File: config.mk
export PLATFORM = sky130hd
export DESIGN_NAME = extent_to_copy_range_splitter
export DESIGN_NICKNAME = d
export VERILOG_FILES = /design/src/rtl/ecrs_pkg.sv /design/src/rtl/ecrs_div.sv /design/src/rtl/ecrs_dpath.sv /design/src/rtl/ecrs_ctrl.sv /design/src/rtl/extent_to_copy_range_splitter.sv
export SDC_FILE = /design/constraint.sdc
export NUM_CORES = 2
export LEC_CHECK = 0
export BUFFER_PORTS_ARGS = -buffer_cell sky130_fd_sc_hd__buf_4
export CORE_UTILIZATION = 30
export DETAILED_ROUTE_END_ITERATION = 10
export GPL_TIMING_DRIVEN = 0
export HOLD_SLACK_MARGIN = 0.15
export PLACE_DENSITY = 0.53
export SYNTH_ARGS = -nofsm -noshare
export SYNTH_HDL_FRONTEND = slang
export SYNTH_SLANG_ARGS = --single-unit
File: constraint.sdc
create_clock -name clk -period 16.3 [get_ports clk]
set_input_delay 0.815 -clock clk [delete_from_list [all_inputs] [get_ports clk]]
set_output_delay 0.815 -clock clk [all_outputs]
set_load 0.02 [all_outputs]
File: src/rtl/ecrs_pkg.sv
package ecrs_pkg;

    // Defaults of the top-level parameters.
    localparam int MAX_CHUNKS_DEF  = 4;
    localparam int BLOCK_BYTES_DEF = 512;

    // Field widths.
    localparam int EXT_W   = 52;   // extent byte offset and length
    localparam int BLK_W   = 36;   // block counts of the file
    localparam int SB_W    = 43;   // start block of a range
    localparam int CNT_W   = 16;   // range length minus one
    localparam int CH_W    = 2;    // chunk index
    localparam int ST_W    = 3;    // status code
    localparam int NCH_W   = 3;    // chunk count register
    localparam int RUN_W   = 17;   // run length register
    localparam int SUM_W   = 38;   // sum of up to four chunk sizes
    localparam int RANGE_W = 6;    // ranges cut from one extent

    localparam int MAX_RANGES = 63;
    localparam int RUN_LIMIT  = 65536;
    localparam int RUN_RESET  = 8192;

    // Configuration port.
    localparam int APB_AW = 6;
    localparam int APB_DW = 64;

    typedef enum logic [2:0] {
        REG_TOTAL       = 3'd0,
        REG_CHUNK_COUNT = 3'd1,
        REG_MAX_RUN     = 3'd2,
        REG_CHUNK0      = 3'd3,
        REG_CHUNK1      = 3'd4,
        REG_CHUNK2      = 3'd5,
        REG_CHUNK3      = 3'd6
    } reg_idx_t;

    typedef enum logic [ST_W-1:0] {
        ST_RANGE        = 3'd0,
        ST_MISALIGNED   = 3'd1,
        ST_NOT_COVERED  = 3'd2,
        ST_SUM_MISMATCH = 3'd3,
        ST_TOO_MANY     = 3'd4
    } status_t;

    typedef struct packed {
        logic [SB_W-1:0]  start_block;
        logic [CNT_W-1:0] count_minus_one;
        logic [CH_W-1:0]  chunk_index;
        status_t          status;
    } res_t;

    // Commands from the controller to the datapath.
    typedef struct packed {
        logic    latch;        // take the accepted item
        logic    setup_begin;  // start of a file: clear table, start divider
        logic    build_step;   // write one chunk end entry
        logic    emit_status;  // emit a status result and latch the error
        status_t code;
        logic    step_skip;    // move on to the next chunk
        logic    step_load;    // register the range limits
        logic    clamp;        // clamp the current chunk at the end of the cut
        logic    emit_range;   // emit one range and advance
        logic    flush;        // release the held result as last, end the item
    } cmd_t;

    // Status from the datapath to the controller.
    typedef struct packed {
        logic err_latched;
        logic total_zero;
        logic setup_done;
        logic div_done;
        logic build_more;
        logic sum_mismatch;
        logic covered;
        logic misaligned;
        logic loop_end;
        logic skip;
        logic no_chunk;
        logic too_many;
        logic final_short;
        logic emit_ok;
    } sts_t;

endpackage

File: src/rtl/ecrs_div.sv
module ecrs_div (
    input  logic                       clk,
    input  logic                       rst_n,
    input  logic                       start,
    input  logic [ecrs_pkg::BLK_W-1:0] dividend,
    input  logic [ecrs_pkg::NCH_W-1:0] divisor,
    output logic                       done,
    output logic [ecrs_pkg::BLK_W-1:0] quotient,
    output logic [ecrs_pkg::NCH_W-1:0] remainder
);
    import ecrs_pkg::*;

    localparam int CNT_BITS = $clog2(BLK_W + 1);

    logic                busy_reg;
    logic [CNT_BITS-1:0] cnt_reg;
    logic [BLK_W-1:0]    quot_reg;
    logic [NCH_W-1:0]    rem_reg;
    logic [NCH_W:0]      trial;
    logic                fits;

    // Restoring division, one quotient bit per cycle.
    assign trial = {rem_reg, quot_reg[BLK_W-1]};
    assign fits  = trial >= {1'b0, divisor};

    always_ff @(posedge clk or negedge rst_n) begin
        if (!rst_n) begin
            busy_reg <= 1'b0;
            cnt_reg  <= '0;
        end
        else if (start) begin
            busy_reg <= 1'b1;
            cnt_reg  <= CNT_BITS'(BLK_W);
        end
        else if (busy_reg) begin
            cnt_reg <= cnt_reg - 1'b1;
            if (cnt_reg == CNT_BITS'(1)) begin
                busy_reg <= 1'b0;
            end
        end
    end

    always_ff @(posedge clk) begin
        if (start) begin
            quot_reg <= dividend;
            rem_reg  <= '0;
        end
        else if (busy_reg) begin
            if (fits) begin
                rem_reg <= NCH_W'(trial - {1'b0, divisor});
            end
            else begin
                rem_reg <= trial[NCH_W-1:0];
            end
            quot_reg <= {quot_reg[BLK_W-2:0], fits};
        end
    end

    assign done      = !busy_reg;
    assign quotient  = quot_reg;
    assign remainder = rem_reg;

endmodule

File: src/rtl/ecrs_dpath.sv
module ecrs_dpath #(
    parameter int MAX_CHUNKS  = ecrs_pkg::MAX_CHUNKS_DEF,
    parameter int BLOCK_BYTES = ecrs_pkg::BLOCK_BYTES_DEF
) (
    input  logic                       clk,
    input  logic                       rst_n,
    input  ecrs_pkg::cmd_t             cmd,
    output ecrs_pkg::sts_t             sts,
    input  logic [ecrs_pkg::EXT_W-1:0] extent_byte_offset,
    input  logic [ecrs_pkg::EXT_W-1:0] extent_byte_length,
    input  logic                       final_extent,
    input  logic [ecrs_pkg::BLK_W-1:0] total_blocks,
    input  logic [ecrs_pkg::NCH_W-1:0] chunk_count,
    input  logic [ecrs_pkg::RUN_W-1:0] max_run_blocks,
    input  logic [ecrs_pkg::BLK_W-1:0] chunk0_blocks,
    input  logic [ecrs_pkg::BLK_W-1:0] chunk1_blocks,
    input  logic [ecrs_pkg::BLK_W-1:0] chunk2_blocks,
    input  logic [ecrs_pkg::BLK_W-1:0] chunk3_blocks,
    output logic                       out_valid,
    input  logic                       out_ready,
    output logic [ecrs_pkg::SB_W-1:0]  start_block,
    output logic [ecrs_pkg::CNT_W-1:0] count_minus_one,
    output logic [ecrs_pkg::CH_W-1:0]  chunk_index,
    output logic [ecrs_pkg::ST_W-1:0]  status,
    output logic                       last_of_run
);
    import ecrs_pkg::*;

    // BLOCK_BYTES is a power of two.
    localparam int BLK_SHIFT = $clog2(BLOCK_BYTES);
    localparam int REMAIN_W  = EXT_W - BLK_SHIFT;
    localparam logic [NCH_W-1:0] N_MAX = NCH_W'(MAX_CHUNKS);

    // Item registers.
    logic [SB_W-1:0]     sb_reg;
    logic [REMAIN_W-1:0] remain_reg;
    logic                misalign_reg;
    logic                final_reg;
    logic [RANGE_W-1:0]  ranges_reg;

    // File state.
    logic [BLK_W-1:0]    done_reg;
    logic [NCH_W-1:0]    cur_reg;
    logic [NCH_W-1:0]    cur_next;
    logic                setup_reg;
    logic                err_reg;
    logic [BLK_W-1:0]    table_reg [MAX_CHUNKS];
    logic [NCH_W-1:0]    idx_reg;
    logic [SUM_W-1:0]    sum_reg;
    logic [SUM_W-1:0]    sum_next;

    // Range limits registered between the check and the cut.
    logic [RUN_W-1:0]    a_reg;
    logic [BLK_W-1:0]    left_reg;
    logic [BLK_W-1:0]    tleft_reg;

    // Held result and output register.
    res_t                pend_reg;
    logic                pend_valid_reg;
    res_t                out_reg;
    logic                out_last_reg;
    logic                out_valid_reg;

    logic [NCH_W-1:0]    n_eff;
    logic [RUN_W-1:0]    run_eff;
    logic [BLK_W-1:0]    tab_rd;
    logic [BLK_W-1:0]    size_sel;
    logic [BLK_W-1:0]    chunk_val;
    logic                cur_ok;
    logic [RUN_W-1:0]    nlb;
    logic                c_al;
    logic                c_at;
    logic                c_lt;
    logic                emit_ok;
    logic                push;
    logic                push_last;
    logic                new_valid;
    res_t                new_res;
    logic                div_done;
    logic [BLK_W-1:0]    div_quot;
    logic [NCH_W-1:0]    div_rem;

    // Registers out of range act as the nearest legal value.
    always_comb begin
        if (chunk_count == '0) begin
            n_eff = NCH_W'(1);
        end
        else if (chunk_count > N_MAX) begin
            n_eff = N_MAX;
        end
        else begin
            n_eff = chunk_count;
        end
        if (max_run_blocks == '0) begin
            run_eff = RUN_W'(1);
        end
        else if (max_run_blocks > RUN_W'(RUN_LIMIT)) begin
            run_eff = RUN_W'(RUN_LIMIT);
        end
        else begin
            run_eff = max_run_blocks;
        end
    end

    ecrs_div u_div (
        .clk       (clk),
        .rst_n     (rst_n),
        .start     (cmd.setup_begin),
        .dividend  (total_blocks),
        .divisor   (n_eff),
        .done      (div_done),
        .quotient  (div_quot),
        .remainder (div_rem)
    );

    // Chunk end table read at the current chunk.
    always_comb begin
        tab_rd = '0;
        for (int i = 0; i < MAX_CHUNKS; i++) begin
            if (cur_reg == NCH_W'(i)) begin
                tab_rd = table_reg[i];
            end
        end
    end

    // Size of the chunk being added to the table.
    always_comb begin
        case (idx_reg)
            3'd0:    size_sel = chunk0_blocks;
            3'd1:    size_sel = chunk1_blocks;
            3'd2:    size_sel = chunk2_blocks;
            3'd3:    size_sel = chunk3_blocks;
            default: size_sel = '0;
        endcase
        if (chunk0_blocks == '0) begin
            chunk_val = div_quot + BLK_W'(idx_reg < div_rem);
        end
        else begin
            chunk_val = size_sel;
        end
        sum_next = sum_reg + SUM_W'(chunk_val);
    end

    assign cur_ok   = cur_reg < n_eff;
    assign cur_next = cur_ok ? cur_reg : n_eff - 1'b1;

    // Smallest of run limit, room in the chunk and room in the total.
    assign c_al = BLK_W'(a_reg) <= left_reg;
    assign c_at = BLK_W'(a_reg) <= tleft_reg;
    assign c_lt = left_reg < tleft_reg;
    always_comb begin
        if (c_al && c_at) begin
            nlb = a_reg;
        end
        else if (c_lt) begin
            nlb = left_reg[RUN_W-1:0];
        end
        else begin
            nlb = tleft_reg[RUN_W-1:0];
        end
    end

    assign emit_ok = !pend_valid_reg || !out_valid_reg || out_ready;

    always_comb begin
        new_valid = 1'b0;
        new_res   = '0;
        if (cmd.emit_status) begin
            new_valid      = 1'b1;
            new_res.status = cmd.code;
        end
        else if (cmd.emit_range) begin
            new_valid               = 1'b1;
            new_res.start_block     = sb_reg;
            new_res.count_minus_one = CNT_W'(nlb - 1'b1);
            new_res.chunk_index     = cur_reg[CH_W-1:0];
            new_res.status          = ST_RANGE;
        end
    end

    // A held result moves out when a newer one arrives or the item ends.
    assign push      = (new_valid || cmd.flush) && pend_valid_reg;
    assign push_last = cmd.flush;

    always_ff @(posedge clk or negedge rst_n) begin
        if (!rst_n) begin
            ranges_reg     <= '0;
            done_reg       <= '0;
            cur_reg        <= '0;
            setup_reg      <= 1'b0;
            err_reg        <= 1'b0;
            idx_reg        <= '0;
            pend_valid_reg <= 1'b0;
            out_valid_reg  <= 1'b0;
        end
        else begin
            if (cmd.latch) begin
                ranges_reg <= '0;
            end
            if (cmd.setup_begin) begin
                setup_reg <= 1'b1;
                cur_reg   <= '0;
                idx_reg   <= '0;
            end
            if (cmd.build_step) begin
                idx_reg <= idx_reg + 1'b1;
            end
            if (cmd.emit_status) begin
                err_reg <= 1'b1;
            end
            if (cmd.step_skip) begin
                cur_reg <= cur_reg + 1'b1;
            end
            if (cmd.clamp) begin
                cur_reg <= cur_next;
            end
            if (cmd.emit_range) begin
                done_reg   <= done_reg + BLK_W'(nlb);
                ranges_reg <= ranges_reg + 1'b1;
            end
            if (cmd.flush && final_reg) begin
                done_reg  <= '0;
                cur_reg   <= '0;
                setup_reg <= 1'b0;
                err_reg   <= 1'b0;
            end

            if (new_valid) begin
                pend_valid_reg <= 1'b1;
            end
            else if (cmd.flush) begin
                pend_valid_reg <= 1'b0;
            end

            if (push) begin
                out_valid_reg <= 1'b1;
            end
            else if (out_ready) begin
                out_valid_reg <= 1'b0;
            end
        end
    end

    always_ff @(posedge clk) begin
        if (cmd.latch) begin
            sb_reg       <= SB_W'(extent_byte_offset >> BLK_SHIFT);
            remain_reg   <= REMAIN_W'(extent_byte_length >> BLK_SHIFT);
            misalign_reg <= |extent_byte_length[BLK_SHIFT-1:0];
            final_reg    <= final_extent;
        end
        if (cmd.emit_range) begin
            sb_reg     <= sb_reg + SB_W'(nlb);
            remain_reg <= remain_reg - REMAIN_W'(nlb);
        end
        if (cmd.setup_begin) begin
            sum_reg <= '0;
            for (int i = 0; i < MAX_CHUNKS; i++) begin
                table_reg[i] <= '0;
            end
        end
        if (cmd.build_step) begin
            sum_reg <= sum_next;
            for (int i = 0; i < MAX_CHUNKS; i++) begin
                if (idx_reg == NCH_W'(i)) begin
                    table_reg[i] <= sum_next[BLK_W-1:0];
                end
            end
        end
        if (cmd.step_load) begin
            if (REMAIN_W'(run_eff) < remain_reg) begin
                a_reg <= run_eff;
            end
            else begin
                a_reg <= remain_reg[RUN_W-1:0];
            end
            left_reg  <= tab_rd - done_reg;
            tleft_reg <= total_blocks - done_reg;
        end
        if (new_valid) begin
            pend_reg <= new_res;
        end
        if (push) begin
            out_reg      <= pend_reg;
            out_last_reg <= push_last;
        end
    end

    always_comb begin
        sts              = '0;
        sts.err_latched  = err_reg;
        sts.total_zero   = total_blocks == '0;
        sts.setup_done   = setup_reg;
        sts.div_done     = div_done;
        sts.build_more   = idx_reg < n_eff;
        sts.sum_mismatch = sum_reg != SUM_W'(total_blocks);
        sts.covered      = done_reg >= total_blocks;
        sts.misaligned   = misalign_reg;
        sts.loop_end     = (remain_reg == '0) || (done_reg >= total_blocks);
        sts.skip         = cur_ok && (done_reg >= tab_rd);
        sts.no_chunk     = !cur_ok;
        sts.too_many     = ranges_reg == RANGE_W'(MAX_RANGES);
        sts.final_short  = final_reg && (done_reg != total_blocks);
        sts.emit_ok      = emit_ok;
    end

    assign out_valid       = out_valid_reg;
    assign start_block     = out_reg.start_block;
    assign count_minus_one = out_reg.count_minus_one;
    assign chunk_index     = out_reg.chunk_index;
    assign status          = out_reg.status;
    assign last_of_run     = out_last_reg;

    // A range is never empty and never longer than its registered limit.
    a_range_len: assert property (@(posedge clk) disable iff (!rst_n)
        cmd.emit_range |-> (nlb != '0) && (nlb <= a_reg))
        else $error("range length out of bounds");

    // No result is produced while a held result has nowhere to go.
    a_no_overwrite: assert property (@(posedge clk) disable iff (!rst_n)
        (cmd.emit_range || cmd.emit_status || cmd.flush) |-> emit_ok)
        else $error("result produced while output is blocked");

    // Closing the last extent of a file starts the next file from scratch.
    a_file_reset: assert property (@(posedge clk) disable iff (!rst_n)
        cmd.flush && final_reg |=> (done_reg == '0) && !setup_reg && !err_reg)
        else $error("file state not cleared after final extent");

endmodule

File: src/rtl/ecrs_ctrl.sv
module ecrs_ctrl (
    input  logic           clk,
    input  logic           rst_n,
    input  logic           in_valid,
    output logic           in_ready,
    input  ecrs_pkg::sts_t sts,
    output ecrs_pkg::cmd_t cmd
);
    import ecrs_pkg::*;

    typedef enum logic [9:0] {
        S_IDLE     = 10'b0000000001,
        S_DISPATCH = 10'b0000000010,
        S_DIVIDE   = 10'b0000000100,
        S_BUILD    = 10'b0000001000,
        S_VERIFY   = 10'b0000010000,
        S_ENTRY    = 10'b0000100000,
        S_STEP     = 10'b0001000000,
        S_EMIT     = 10'b0010000000,
        S_CLOSE    = 10'b0100000000,
        S_FLUSH    = 10'b1000000000
    } state_t;

    state_t state_reg;
    state_t state_next;

    always_comb begin
        cmd        = '0;
        state_next = state_reg;
        case (state_reg)
            S_IDLE: begin
                if (in_valid) begin
                    cmd.latch  = 1'b1;
                    state_next = S_DISPATCH;
                end
            end
            S_DISPATCH: begin
                if (sts.err_latched || sts.total_zero) begin
                    state_next = S_FLUSH;
                end
                else if (!sts.setup_done) begin
                    cmd.setup_begin = 1'b1;
                    state_next      = S_DIVIDE;
                end
                else begin
                    state_next = S_ENTRY;
                end
            end
            S_DIVIDE: begin
                if (sts.div_done) begin
                    state_next = S_BUILD;
                end
            end
            S_BUILD: begin
                if (sts.build_more) begin
                    cmd.build_step = 1'b1;
                end
                else begin
                    state_next = S_VERIFY;
                end
            end
            S_VERIFY: begin
                if (!sts.sum_mismatch) begin
                    state_next = S_ENTRY;
                end
                else if (sts.emit_ok) begin
                    cmd.emit_status = 1'b1;
                    cmd.code        = ST_SUM_MISMATCH;
                    state_next      = S_FLUSH;
                end
            end
            S_ENTRY: begin
                if (sts.covered) begin
                    state_next = S_CLOSE;
                end
                else if (!sts.misaligned) begin
                    state_next = S_STEP;
                end
                else if (sts.emit_ok) begin
                    cmd.emit_status = 1'b1;
                    cmd.code        = ST_MISALIGNED;
                    state_next      = S_FLUSH;
                end
            end
            S_STEP: begin
                if (sts.loop_end) begin
                    cmd.clamp  = 1'b1;
                    state_next = S_CLOSE;
                end
                else if (sts.skip) begin
                    cmd.step_skip = 1'b1;
                end
                else if (sts.no_chunk || sts.too_many) begin
                    if (sts.emit_ok) begin
                        cmd.emit_status = 1'b1;
                        cmd.code        = sts.no_chunk ? ST_SUM_MISMATCH : ST_TOO_MANY;
                        cmd.clamp       = 1'b1;
                        state_next      = S_FLUSH;
                    end
                end
                else begin
                    cmd.step_load = 1'b1;
                    state_next    = S_EMIT;
                end
            end
            S_EMIT: begin
                if (sts.emit_ok) begin
                    cmd.emit_range = 1'b1;
                    state_next     = S_STEP;
                end
            end
            S_CLOSE: begin
                if (!sts.final_short) begin
                    state_next = S_FLUSH;
                end
                else if (sts.emit_ok) begin
                    cmd.emit_status = 1'b1;
                    cmd.code        = ST_NOT_COVERED;
                    state_next      = S_FLUSH;
                end
            end
            S_FLUSH: begin
                if (sts.emit_ok) begin
                    cmd.flush  = 1'b1;
                    state_next = S_IDLE;
                end
            end
            default: begin
                state_next = S_IDLE;
            end
        endcase
    end

    always_ff @(posedge clk or negedge rst_n) begin
        if (!rst_n) begin
            state_reg <= S_IDLE;
        end
        else begin
            state_reg <= state_next;
        end
    end

    assign in_ready = state_reg == S_IDLE;

    // Every accepted item is looked at in the following cycle.
    a_dispatch: assert property (@(posedge clk) disable iff (!rst_n)
        in_valid && in_ready |=> state_reg == S_DISPATCH)
        else $error("accepted item not dispatched");

endmodule

File: src/rtl/extent_to_copy_range_splitter.sv
// Extent to copy range splitter.
//
// Input channel (in_valid/in_ready): one file extent per item, a physical
// byte offset, a byte length and a flag that marks the last extent of the
// file. Output channel (out_valid/out_ready): copy ranges (start block,
// length minus one, chunk index) and status results; last_of_run marks the
// last result that one extent caused. An extent that causes nothing gives
// no result at all.
// The block works on one extent at a time. Each range of an extent that
// is cut takes a limit check, then the cut, and every chunk boundary
// passed takes a step of its own. The first extent of a file also waits
// while the divider runs and the chunk end table is built; the divider
// finds one quotient bit at a time.
// Results pass through a one-entry hold stage and an output register, so
// a new extent is taken while the last result still waits at the output.
// When the receiver stalls, the cut stops at the next result and resumes
// when out_ready returns. Reset empties both stages and starts a new file;
// the configuration registers return to their reset values.
module extent_to_copy_range_splitter #(
    parameter int MAX_CHUNKS  = ecrs_pkg::MAX_CHUNKS_DEF,
    parameter int BLOCK_BYTES = ecrs_pkg::BLOCK_BYTES_DEF
) (
    input  logic                        clk,
    input  logic                        rst_n,
    // Configuration port.
    input  logic                        psel,
    input  logic                        penable,
    input  logic                        pwrite,
    input  logic [ecrs_pkg::APB_AW-1:0] paddr,
    input  logic [ecrs_pkg::APB_DW-1:0] pwdata,
    output logic [ecrs_pkg::APB_DW-1:0] prdata,
    output logic                        pready,
    // Extent items.
    input  logic                        in_valid,
    output logic                        in_ready,
    input  logic [ecrs_pkg::EXT_W-1:0]  extent_byte_offset,
    input  logic [ecrs_pkg::EXT_W-1:0]  extent_byte_length,
    input  logic                        final_extent,
    // Result items.
    output logic                        out_valid,
    input  logic                        out_ready,
    output logic [ecrs_pkg::SB_W-1:0]   start_block,
    output logic [ecrs_pkg::CNT_W-1:0]  count_minus_one,
    output logic [ecrs_pkg::CH_W-1:0]   chunk_index,
    output logic [ecrs_pkg::ST_W-1:0]   status,
    output logic                        last_of_run
);
    import ecrs_pkg::*;

    logic [BLK_W-1:0] total_reg;
    logic [NCH_W-1:0] chunk_count_reg;
    logic [RUN_W-1:0] max_run_reg;
    logic [BLK_W-1:0] chunk0_reg;
    logic [BLK_W-1:0] chunk1_reg;
    logic [BLK_W-1:0] chunk2_reg;
    logic [BLK_W-1:0] chunk3_reg;
    logic             wr_en;
    reg_idx_t         reg_idx;
    cmd_t             cmd;
    sts_t             sts;

    // Registers sit at eight-byte steps; the low address bits are ignored.
    assign pready  = 1'b1;
    assign wr_en   = psel && penable && pwrite && pready;
    assign reg_idx = reg_idx_t'(paddr[APB_AW-1:3]);

    always_ff @(posedge clk or negedge rst_n) begin
        if (!rst_n) begin
            total_reg       <= '0;
            chunk_count_reg <= NCH_W'(1);
            max_run_reg     <= RUN_W'(RUN_RESET);
            chunk0_reg      <= '0;
            chunk1_reg      <= '0;
            chunk2_reg      <= '0;
            chunk3_reg      <= '0;
        end
        else if (wr_en) begin
            case (reg_idx)
                REG_TOTAL:       total_reg       <= pwdata[BLK_W-1:0];
                REG_CHUNK_COUNT: chunk_count_reg <= pwdata[NCH_W-1:0];
                REG_MAX_RUN:     max_run_reg     <= pwdata[RUN_W-1:0];
                REG_CHUNK0:      chunk0_reg      <= pwdata[BLK_W-1:0];
                REG_CHUNK1:      chunk1_reg      <= pwdata[BLK_W-1:0];
                REG_CHUNK2:      chunk2_reg      <= pwdata[BLK_W-1:0];
                REG_CHUNK3:      chunk3_reg      <= pwdata[BLK_W-1:0];
                default: begin
                end
            endcase
        end
    end

    always_comb begin
        case (reg_idx)
            REG_TOTAL:       prdata = APB_DW'(total_reg);
            REG_CHUNK_COUNT: prdata = APB_DW'(chunk_count_reg);
            REG_MAX_RUN:     prdata = APB_DW'(max_run_reg);
            REG_CHUNK0:      prdata = APB_DW'(chunk0_reg);
            REG_CHUNK1:      prdata = APB_DW'(chunk1_reg);
            REG_CHUNK2:      prdata = APB_DW'(chunk2_reg);
            REG_CHUNK3:      prdata = APB_DW'(chunk3_reg);
            default:         prdata = '0;
        endcase
    end

    // The controller sequences setup, checks and cuts; the datapath holds
    // the file state, the chunk end table and the result stages.
    ecrs_ctrl u_ctrl (
        .clk      (clk),
        .rst_n    (rst_n),
        .in_valid (in_valid),
        .in_ready (in_ready),
        .sts      (sts),
        .cmd      (cmd)
    );

    ecrs_dpath #(
        .MAX_CHUNKS  (MAX_CHUNKS),
        .BLOCK_BYTES (BLOCK_BYTES)
    ) u_dpath (
        .clk                (clk),
        .rst_n              (rst_n),
        .cmd                (cmd),
        .sts                (sts),
        .extent_byte_offset (extent_byte_offset),
        .extent_byte_length (extent_byte_length),
        .final_extent       (final_extent),
        .total_blocks       (total_reg),
        .chunk_count        (chunk_count_reg),
        .max_run_blocks     (max_run_reg),
        .chunk0_blocks      (chunk0_reg),
        .chunk1_blocks      (chunk1_reg),
        .chunk2_blocks      (chunk2_reg),
        .chunk3_blocks      (chunk3_reg),
        .out_valid          (out_valid),
        .out_ready          (out_ready),
        .start_block        (start_block),
        .count_minus_one    (count_minus_one),
        .chunk_index        (chunk_index),
        .status             (status),
        .last_of_run        (last_of_run)
    );

endmodule
==> flow_summary_export.csv <==
group,metric,value,unit
cells_and_area,nFillCells,15400,
grt,grt_pass1_wl,240000,um
sta,period_needed,8.29,ns
cells_and_area,fin_nets,5220,
grt,antenna_found_initial,10,
placement,place_congestion,0.912,
floorplanning,rows,143,
setup_path,cp_common_cell,"nand4_1",
cells_and_area,largest_register_ffs,144,
setup_path,required,16.75,ns
sta,period_share,50.9,%
placement,dpl.hpwl,126000,um
setup_path,path_depth,22,
grt,grt_remaining_overflow,0,
placement,place_inst,6700,
pwr,leakage,21.6,nW
cells_and_area,instances_no_fill,6866,
clock_tree,clock_path_buffers,3,
detailed_routing,initialDrtViolationCount,3144,
detailed_routing,avgRoutedWirePerCell,24.0,um
hold_path,min_path_type,"in2reg",
setup_path,crit_chain,"ha_1, nand4_1, nor4_1, nand4_1, a31oi_4, buf_6, clkbuf_1, mux2i_1, inv_1, fa_1, a21oi_1, o21bai_1, a2111oi_0, o31ai_1, o41ai_2, o21ai_1, o41ai_1, nor2b_1, clkbuf_1, nand4_1, xor2_1, o21ai_0",
sta,rsz0062_at_grt,"false",
grt,grt_pass1_vias,35300,
placement,placed_area,51100,um2
pwr,p_per_area,154,nW/um2
setup_path,r2r_cells,22,
cells_and_area,fin_area,54300,um2
status,status,"finished clean",
floorplanning,dieArea,156000,um2
sta,clock.fmax,121,MHz
detailed_routing,viasPerCell,5.31,
setup_path,arrival,8.74,ns
pwr,power,0.00834,W
setup_path,cp_max_fo,10,
synth,synthTopCellsByCount,"524 x edfxtp_1, 413 x nand2_1, 356 x nor2_1",
clock_tree,clk_pin_slew,0.06,ns
pwr,ir_drop,0.0000903,V
floorplanning,die_h,394,um
sta,worst_pin_slew,1.23,ns
floorplanning,initial_core_util,30.3,%
hold_path,timing.hold.worst_path_depth,2,
synth,synth_ff_type,"edfxtp_1",
detailed_routing,drtPass1Iterations,6,
synth,syn_area,46200,um2
clock_tree,insertion_delay,0.73,ns
clock_tree,holdBufCountCts,1,
floorplanning,die_w,394,um
synth,synth_area_per_cell,10.6,um2
sta,setup_tns,0,ns
grt,track_usage,20.7,%
clock_tree,h-tree-depth,3,
placement,numPortBuffers,243,
synth,netlist_instances,4378,
floorplanning,core,152000,um2
detailed_routing,num_vias,36500,
sta,skew,0.0357,ns
setup_path,crit_type,"reg2reg",
synth,synth_top_area_cell,"edfxtp_1",
setup_path,cpLargestDelayFamily,"compound AO/OA/AOI/OAI gates",
setup_path,startpoint_type,"flip-flop",
synth,yosysTopAreaCellShare,34.1,%
cells_and_area,num_antenna_cells,0,
setup_path,max_stage_delay,0.85,ns
sta,hold_violations,0,
synth,synth_edf_count,524,
cells_and_area,areaGrowthSynthToFinish,17.4,%
detailed_routing,ant_nets,0,
synth,synth_warnings,0,
sta,final_max_slew_viol_count,0,
synth,synth_most_common_cell,"edfxtp_1",
setup_path,critPathBufInv,4,
setup_path,slowest_stage,"a2111oi_0",
synth,synthArstFlopShare,33.8,%
clock_tree,cts_root_buf,"clkbuf_16",
clock_tree,postCtsSetupBuffers,0,
clock_tree,numCtsBuffers,88,
setup_path,crit_path_end_kind,"flip-flop",
synth,synth.distinct_cells,94,
sta,relSlewSlack,17.0,%
detailed_routing,route.detailed.drc,0,
floorplanning,io_pins,314,
cells_and_area,drive_above_1_share,14.9,%
synth,synth_area_leaders,"edfxtp_1 34%, dfrtp_1 14%, ha_1 7.3%, mux2_2 5.3%, xnor2_1 3.5%",
job,drv_cap,0,
clock_tree,cts.sinks,796,
synth,ys_seq_elements,796,
grt,grt_max_degree,113,
clock_tree,cts_tree,"done",
sta,setup_violations,0,
clock_tree,cts_resized,0,
detailed_routing,wirelength,165000,um
synth,ys_seq_area_share,48.8,%
-- layout make-up --
cell class              count  area (um2)  share of cell area (%)
well taps                2030        2540                    4.68
flip-flops and latches    796       22500                    41.5
multi-input cells        3186       22100                    40.8
clock inverters            48         608                    1.12
inverters                 216         813                    1.50
plain buffers             207         910                    1.68
clock buffers             117        2490                    4.60
repair buffers            266        2240                    4.13
-- routing by layer --
layer / global-route usage, % / vias up / part of all wire, %
met5: 0 / - / 0.012
met4: 7.30 / 2 / 3.4
met3: 3.77 / 269 / 6.8
met2: 33.4 / 1372 / 46
met1: 27.5 / 18000 / 44
li1: - / 16800 / -
-- placed cells by master, fill, tap and decap left out, types with 91 or more instances in the layout --
| master | instances |
|---|---|
| mux2_2 | 217 |
| inv_1 | 214 |
| a21oi_1 | 221 |
| ha_1 | 270 |
| o21ai_0 | 271 |
| xnor2_1 | 183 |
| buf_4 | 273 |
| nand2_1 | 408 |
| xor2_1 | 94 |
| nor2_1 | 356 |
| dfrtp_1 | 266 |
| clkbuf_1 | 175 |
| clkbuf_16 | 91 |
| edfxtp_1 | 524 |
-- final timing paths --
kind                                                         to                         startpoint  slack (ns)
min in group asynchronous             total_reg[30]$_DFFE_PN0P_                              rst_n        0.67
setup / recovery                   u_dpath.sb_reg[38]$_DFFE_PP_         u_dpath.a_reg[5]$_DFFE_PP_        8.01
hold / removal                    u_dpath.out_valid$_DFFE_PN0P_                          out_ready        0.35
hold reg to reg            u_dpath.count_minus_one[3]$_DFFE_PP_  u_dpath.pend_reg[8]$_SDFFCE_PP0P_        0.42
max in group asynchronous            chunk0_reg[22]$_DFFE_PN0P_                              rst_n       14.20
setup reg to reg                   u_dpath.sb_reg[38]$_DFFE_PP_         u_dpath.a_reg[5]$_DFFE_PP_        8.01
-- per-stage QoR --
step | hold WS, ns | utilization (%) | setup slack, ns
6_report | 0.351 | 35.6 | 8.01
5_1_grt | 0.319 | 35.6 | 7.46
3_3_place_gp | 0.402 | 33.2 | 0.0779
3_5_place_dp | 0.405 | 33.6 | 8.00
2_1_floorplan | 0.400 | - | 6.06
4_1_cts | 0.303 | 35.6 | 7.94
-- kinds of logic (layout without fill, tap and decap cells) --
group / after synthesis / after routing / share of synthesized area, %
mux: 292 / 292 / 7.15
compound gates: 967 / 967 / 13.6
flops: 796 / 796 / 48.8
buf+inv: 423 / 854 / 3.72
simple gates: 1344 / 1344 / 13.8
xor+xnor: 277 / 277 / 5.25
other cells: 2 / 29 / 0.0163
fa+ha+maj: 277 / 277 / 7.61
-- power by group --
part	internal, W	switching [W]
clock network	0.00123	0.000915
registers	0.00259	0.000343
logic	0.00129	0.00197
total	0.00511	0.00323
Power figures use the tool's default switching activity.
